### src/sv/aff3_pkg.sv
// ----------------------------------------------------------------------------
// aff3_pkg
// Shared widths, index maps and queue/tag types for the 3x4 affine inverse.
// ----------------------------------------------------------------------------
package aff3_pkg;

    // matrix and arithmetic widths
    localparam int NUM_IN  = 12;
    localparam int NUM_COF = 9;
    localparam int NUM_ROW = 3;
    localparam int CW      = 65;   // signed cofactor
    localparam int CMW     = 64;   // cofactor magnitude
    localparam int PPW     = 65;   // 32 x 33 partial product
    localparam int TERM_W  = 97;   // 32 x 65 product
    localparam int DW      = 98;   // signed determinant / translation sum
    localparam int DMW     = 97;   // magnitude of the above

    // divider
    localparam int DIV_STEPS  = 32;
    localparam int DIV_STAGES = DIV_STEPS + 1;
    localparam logic [DIV_STEPS:0] SAT_POS = 33'h0_7FFF_FFFF;
    localparam logic [DIV_STEPS:0] SAT_NEG = 33'h0_8000_0000;

    // job queue
    localparam int QDEPTH = 2;

    // row codes
    localparam logic [1:0] ROW_0 = 2'd0;
    localparam logic [1:0] ROW_1 = 2'd1;
    localparam logic [1:0] ROW_2 = 2'd2;

    // configuration register byte address
    localparam logic [1:0] ADDR_THR = 2'd0;

    // cofactor k = m[p0]*m[p1] - m[p2]*m[p3], m indexed row*4+col
    localparam int COF_IDX [NUM_COF][4] = '{
        '{5, 10, 6, 9},
        '{2, 9, 1, 10},
        '{1, 6, 2, 5},
        '{6, 8, 4, 10},
        '{0, 10, 2, 8},
        '{2, 4, 0, 6},
        '{4, 9, 5, 8},
        '{1, 8, 0, 9},
        '{0, 5, 1, 4}
    };

    // linear row 0 and translation column carried past the cofactor stages
    localparam int X_IDX [6] = '{0, 1, 2, 3, 7, 11};

    typedef logic [NUM_IN-1:0][31:0] t_mat;

    // one classified matrix, ready for the divide lanes
    typedef struct packed {
        logic [DMW-1:0]                det_mag;
        logic                          det_neg;
        logic [NUM_COF-1:0][CMW-1:0]   cof_mag;
        logic [NUM_COF-1:0]            cof_neg;
        logic [NUM_ROW-1:0][DMW-1:0]   acc_mag;
        logic [NUM_ROW-1:0]            acc_neg;
        logic                          singular;
    } t_job;

    // row tag that travels beside the divide lanes
    typedef struct packed {
        logic [1:0] row;
        logic       singular;
    } t_tag;

endpackage

### src/sv/aff3_queue.sv
// ----------------------------------------------------------------------------
// aff3_queue
// Short job queue between the front pipeline and the divide lanes.
// ----------------------------------------------------------------------------
module aff3_queue (
    input  logic           i_clk,
    input  logic           i_rst_n,
    input  logic           i_push,
    input  aff3_pkg::t_job i_job,
    output logic           o_full,
    output logic           o_vld,
    output aff3_pkg::t_job o_job,
    input  logic           i_pop
);
    import aff3_pkg::*;

    localparam int QAW = $clog2(QDEPTH);
    localparam int QCW = $clog2(QDEPTH + 1);

    t_job           r_mem [QDEPTH];
    logic [QAW-1:0] r_wp;
    logic [QAW-1:0] r_rp;
    logic [QCW-1:0] r_cnt;

    assign o_full = (r_cnt == QCW'(QDEPTH));
    assign o_vld  = (r_cnt != '0);
    assign o_job  = r_mem[r_rp];

    // pointers and fill count
    always_ff @(posedge i_clk) begin
        if (!i_rst_n) begin
            r_wp  <= '0;
            r_rp  <= '0;
            r_cnt <= '0;
        end else begin
            if (i_push) begin
                r_wp <= r_wp + QAW'(1);
            end
            if (i_pop) begin
                r_rp <= r_rp + QAW'(1);
            end
            r_cnt <= r_cnt + QCW'(i_push) - QCW'(i_pop);
        end
    end

    // storage
    always_ff @(posedge i_clk) begin
        if (i_push) begin
            r_mem[r_wp] <= i_job;
        end
    end

`ifndef SYNTHESIS
    a_no_overflow: assert property (@(posedge i_clk) disable iff (!i_rst_n)
        i_push |-> !o_full || i_pop)
        else $error("job queue pushed while full");
    a_no_underflow: assert property (@(posedge i_clk) disable iff (!i_rst_n)
        i_pop |-> o_vld)
        else $error("job queue popped while empty");
    a_cnt_range: assert property (@(posedge i_clk) disable iff (!i_rst_n)
        r_cnt <= QCW'(QDEPTH))
        else $error("job queue count out of range");
`endif

endmodule

### config.mk
export PLATFORM = sky130hd
export DESIGN_NAME = aff3_queue
export DESIGN_NICKNAME = d
export VERILOG_FILES = /design/src/sv/aff3_pkg.sv /design/src/sv/aff3_queue.sv
export SDC_FILE = /design/constraint.sdc
export NUM_CORES = 1
export LEC_CHECK = 0
export BUFFER_PORTS_ARGS = -buffer_cell sky130_fd_sc_hd__buf_2
export CORE_AREA = 2 2 757 759
export DETAILED_ROUTE_END_ITERATION = 6
export DIE_AREA = 0 0 759 761
export GPL_ROUTABILITY_DRIVEN = 0
export GPL_TIMING_DRIVEN = 0
export PLACE_DENSITY = 0.32
export SYNTH_ARGS = -nofsm -noshare
export SYNTH_HDL_FRONTEND = slang
export SYNTH_SLANG_ARGS = --single-unit
### constraint.sdc
create_clock -name i_clk -period 63.2 [get_ports i_clk]
set_clock_uncertainty 0.1 [all_clocks]
set_input_delay 9.48 -clock i_clk [delete_from_list [all_inputs] [get_ports i_clk]]
set_output_delay 9.48 -clock i_clk [all_outputs]
set_load 0.02 [all_outputs]
Word level (Yosys, flattened, before mapping)
Memories as Yosys holds them, arrays and structs flattened. A register that Yosys moved wholly into a read port is not among the register bits.
Cells that the tools add are included.
W data, S select, Z words.
{"block": "classes", "add_sub_neg": 4, "n_mul": 0, "div": 0, "order_cmp": 0, "eq_ne": 1, "shifts": 0, "mux": 4, "bitwise_logic": 0, "reduce_logical": 1}
{"op": "$mux W1", "count": 4}
{"op": "$add A1 B1 Y1 const B", "count": 2}
{"op": "$add A2 B1 Y2", "count": 1}
{"op": "$eq A2 B2 Y1 const B", "count": 1}
{"op": "$reduce_bool A2 Y1", "count": 1}
{"op": "$sub A2 B1 Y2", "count": 1}
{"block": "word_totals", "ff_bits": 4, "latch_bits": 0, "ramBits": 1956, "rom_bits": 0, "output_inout_bits": 980, "wordCells": 14, "memories": 1}
{"name": "r_mem", "depth": 2, "width": 978, "rd": 1, "rd_clocked_by_memory_dff": 1, "write_ports": 1, "line_no": "aff3_queue.sv:20", "rtl": "t_job r_mem [QDEPTH];"}

Longest topological paths before layout
{"block": "depth", "ltp_word": 3, "ltp_mapped": 6, "ltp_nobuf": 6}

Worst setup path before layout
OpenSTA, ideal clock, no wires.
{"block": "synth_timing", "path_type": "input -> register", "startpoint": "input port i_push", "endpoint": "register r_wp", "arrival_ns": 54.087, "t_required_ns": 62.902, "path_slack_ns": 8.814, "cell_stages": 2, "path_cell_list": "nor2b_1 > o21a_1"}
{"element": "start, declared", "line_no": "aff3_queue.sv:8", "rtl": "input logic i_push,"}
{"element": "end signal, assigned", "line_no": "aff3_queue.sv:37", "rtl": "r_wp <= r_wp + QAW'(1);"}
{"element": "end, declared", "line_no": "aff3_queue.sv:21", "rtl": "logic [QAW-1:0] r_wp;"}

==> impl_metrics.yaml <==
global_routing:
  grt_start_max_net_pins: 57
  grt_pass1_vias: 42400
  global_route.overflow_total: 0
  track_usage_pct: 13.4
  number_of_antenna_violations_at_the_first_check_in_global_routing: 426
  grt_pass1_wl_um: 498000
logic_synthesis:
  synth_top_cell_area_share_pct: 80.6
  synthTopCellsByArea: "sky130_fd_sc_hd__edfxtp_1 81%, sky130_fd_sc_hd__mux2_4 10%, sky130_fd_sc_hd__mux2_2 7.4%"
  synth_xor_area_share_pct: 0.0429
  yosys.area_share.simple_pct: 0.0773
  yosysSeqAreaShare_pct: 80.8
  flops_latches_synth: 1961
  synth_compound_gate_area_share_pct: 0.0103
  synth_nets: 4048
  yosysUniqueCellTypes: 15
  synthesis.area_um2: 72900
  largest_family_of_logic_cells_by_synthesized_area: "multiplexers"
  synth.area.mux_share_pct: 17.7
  netlist_instances: 3064
  syn_area_per_cell_um2: 23.8
  yosys.area.top_type: "sky130_fd_sc_hd__edfxtp_1"
  synth_fa_ha_area_share_pct: 0.0343
  synthesis.yosys.warnings: 0
sta:
  min_period_ps: 13190
  slew-limit-headroom_pct: 39.1
  unrepaired_setup_endpoints_after_global_routing: "no"
  timing.setup.tns_ps: 0
  fmax_mhz: 75.8
  worstMarginPinSlew_ps: 914
  finalSetupViolCount: 0
  period_share_pct: 20.9
  timing_hold_violations_final: 0
  maxSlewViolCount: 0
route:
  final_routed_drc_violation_total: 0
  first_iter_violations: 2957
  route.vias.total: 41600
  wl_per_cell_um: 30.6
  ant_nets: 0
  wl_um: 405000
  drt-vias-per-instance: 3.15
  drt-pass1-iter-count: 5
power_and_ir_drop:
  power_switching_mw: 0.943
  cellPowerDensity_nw_per_um2: 33.7
  vdd_drop_max_v: 0.0000202
  leakage_nw: 36.9
  internal-power_mw: 2.49
  power.switching_fraction_pct: 27.5
  share_clk_of_total_power_pct: 41.1
  power_frac_seq_pct: 44.3
  overall_power_after_layout_mw: 3.44
  combinationalPowerShare_pct: 14.6
cts:
  worst_skew_pair.late_latency_ps: 890
  tritoncts: "built"
  cts_setup_buffers: 0
  clk_pin_slew_ps: 50
  clock-sinks: 1961
  clock-root-buffer: "sky130_fd_sc_hd__clkbuf_16"
  cts_resized: 0
  hold_buffers: 0
  cts-buffers-inserted: 262
  h-tree-depth: 5
  clock_path_buffers: 4
floorplan:
  pin_count: 1962
  die-area_um2: 578000
  die-height_um: 761
  placeableCoreArea_um2: 570000
  starting_density_pct: 12.8
  num_rows: 278
  floorplan.die.width_um: 759
worst_setup_path:
  critical_path.endpoint: "o_job[5]"
  worstSetupPathType: "reg -> out"
  worst-path-max-fanout: 11
  cp.arrival_ps: 3610
  critPathCaptureType: "output port"
  crit_family: "buffers and inverters"
  r2r_setup_slack_ps: 60080
  timing.critical_path.slowest_cell_delay_ps: 780
  crit_chain: "buf_2 > buf_6 > buf_2 > mux2_2 > buf_2"
  cp_num_cells: 5
  timing.rr.start: "r_wp$_SDFFE_PN0P_"
  r2r_end: "r_mem[1][708]$_DFFE_PP_"
  path_buf_inv: 4
  critical-path-top-cell-by-count: "sky130_fd_sc_hd__buf_2"
  ff2ff_path_depth: 6
  cpMaxStageDelayCell: "sky130_fd_sc_hd__buf_2"
  startpoint_type: "register"
  required_time_of_the_worst_setup_path_ps: 53620
flow_run:
  cap_viol_max_count: 0
cells_and_area:
  multi_input_comb_area_um2: 13000
  layout.nets: 6337
  syn_to_final_growth_pct: 39.8
  seq_area_um2: 58800
  post-route-util_pct: 17.9
  filler_cell_count: 61800
  drive_above_1_share_pct: 62.3
placement:
  dp.final_hpwl_um: 343000
  port_buffers: 1961
run_status:
  run_status: "finished, final reports clean"
min_path:
  timing.hold.worst.class: "reg -> reg"
worst min-delay path, stage by stage, from the launching register on:
cell	delay, ps
sky130_fd_sc_hd__dfxtp_1	330
sky130_fd_sc_hd__xor2_1	70
sky130_fd_sc_hd__and2_1	140
registers in the layout, indices dropped and copies added, names as in the netlist, named ones only:
name / cells
r_cnt: 2
r_mem: 1956
r_wp: 1
r_rp: 1
worst min path at each step:
| stage | from | endpoint | slack (ps) | depth (start not counted) |
|---|---|---|---|---|
| after global routing | r_rp$_SDFFE_PN0P_ | register | 530 | 2 |
| after floorplan | r_rp$_SDFFE_PN0P_ | register | 450 | 2 |
| final | r_rp$_SDFFE_PN0P_ | register | 490 | 2 |
| after global placement | r_rp$_SDFFE_PN0P_ | r_rp$_SDFFE_PN0P_ | 470 | 2 |
| after detailed placement | r_rp$_SDFFE_PN0P_ | register | 480 | 2 |
| after CTS | r_rp$_SDFFE_PN0P_ | register | 500 | 2 |
cell type report:
type | instances | share of cell area, %
Clock buffer | 320 | 6.71
Antenna cell | 94 | 0.231
Timing Repair Buffer | 2025 | 11.1
Clock inverter | 138 | 1.17
Sequential cell | 1961 | 57.8
Inverter | 2 | 0.00737
Tap cell | 7560 | 9.29
Multi-Input combinational cell | 992 | 12.8
Buffer | 109 | 0.983
Yosys cell counts (all sizes together):
library cell,number
xor2,1
dfxtp,5
inv,2
o21a,1
buf,109
mux2,978
xnor3,1
ha,2
nor2b,4
or2,1
and2,4
edfxtp,1956
per-stage QoR:
stage	instance area [µm²]	hold WS [ps]	instances	worst slack, ps
final	102000	492	13200	50010
after global routing	102000	528	13100	49520
after CTS	102000	497	13100	49370
after detailed placement	93600	485	12600	50470
after global placement	92100	474	12600	-29210
after floorplan	72900	455	3064	8810
cell families (layout without fill, tap and decap cells):
family / after synthesis / after routing
AND/OR/NAND/NOR: 9 / 9
XOR/XNOR: 2 / 2
buffers and inverters: 111 / 2594
adder cells (fa/ha/maj): 2 / 2
flip-flops: 1961 / 1961
other: 0 / 94
AO/OA/AOI/OAI: 1 / 1
multiplexers: 978 / 978
layer usage:
metal / vias to the layer above / track usage, % / routed length, µm
met4: 186 / 3.72 / 14800
met2: 2530 / 22.9 / 192000
li1: 17100 / - / -
met3: 965 / 6.92 / 48200
met1: 20800 / 14.6 / 148000
met5: - / 0 / 1290
power groups by stage:
| stage | Combinational (mW) | Clock, mW | Sequential (mW) |
|---|---|---|---|
| 2_1_floorplan | 0.242 | 0 | 1.64 |
| 3_3_place_gp | 0.506 | 0 | 1.72 |
| 3_5_place_dp | 0.522 | 0 | 1.55 |
| 4_1_cts | 0.523 | 1.47 | 1.52 |
| 5_1_grt | 0.530 | 1.51 | 1.53 |
| 6_report | 0.502 | 1.41 | 1.52 |
cell usage in the layout, fill, tap and decap left out, drive strengths merged:
master,n
buf,2134
edfxtp,1956
mux2,978
clkbuf,320
clkinv,111
diode,94
inv,13
bufinv,10
clkinvlp,6
dfxtp,5
and2,4
nor2b,4
ha,2
or2,1
xor2,1
o21a,1
xnor3,1
No activity file was read; power rests on OpenSTA's default activity.
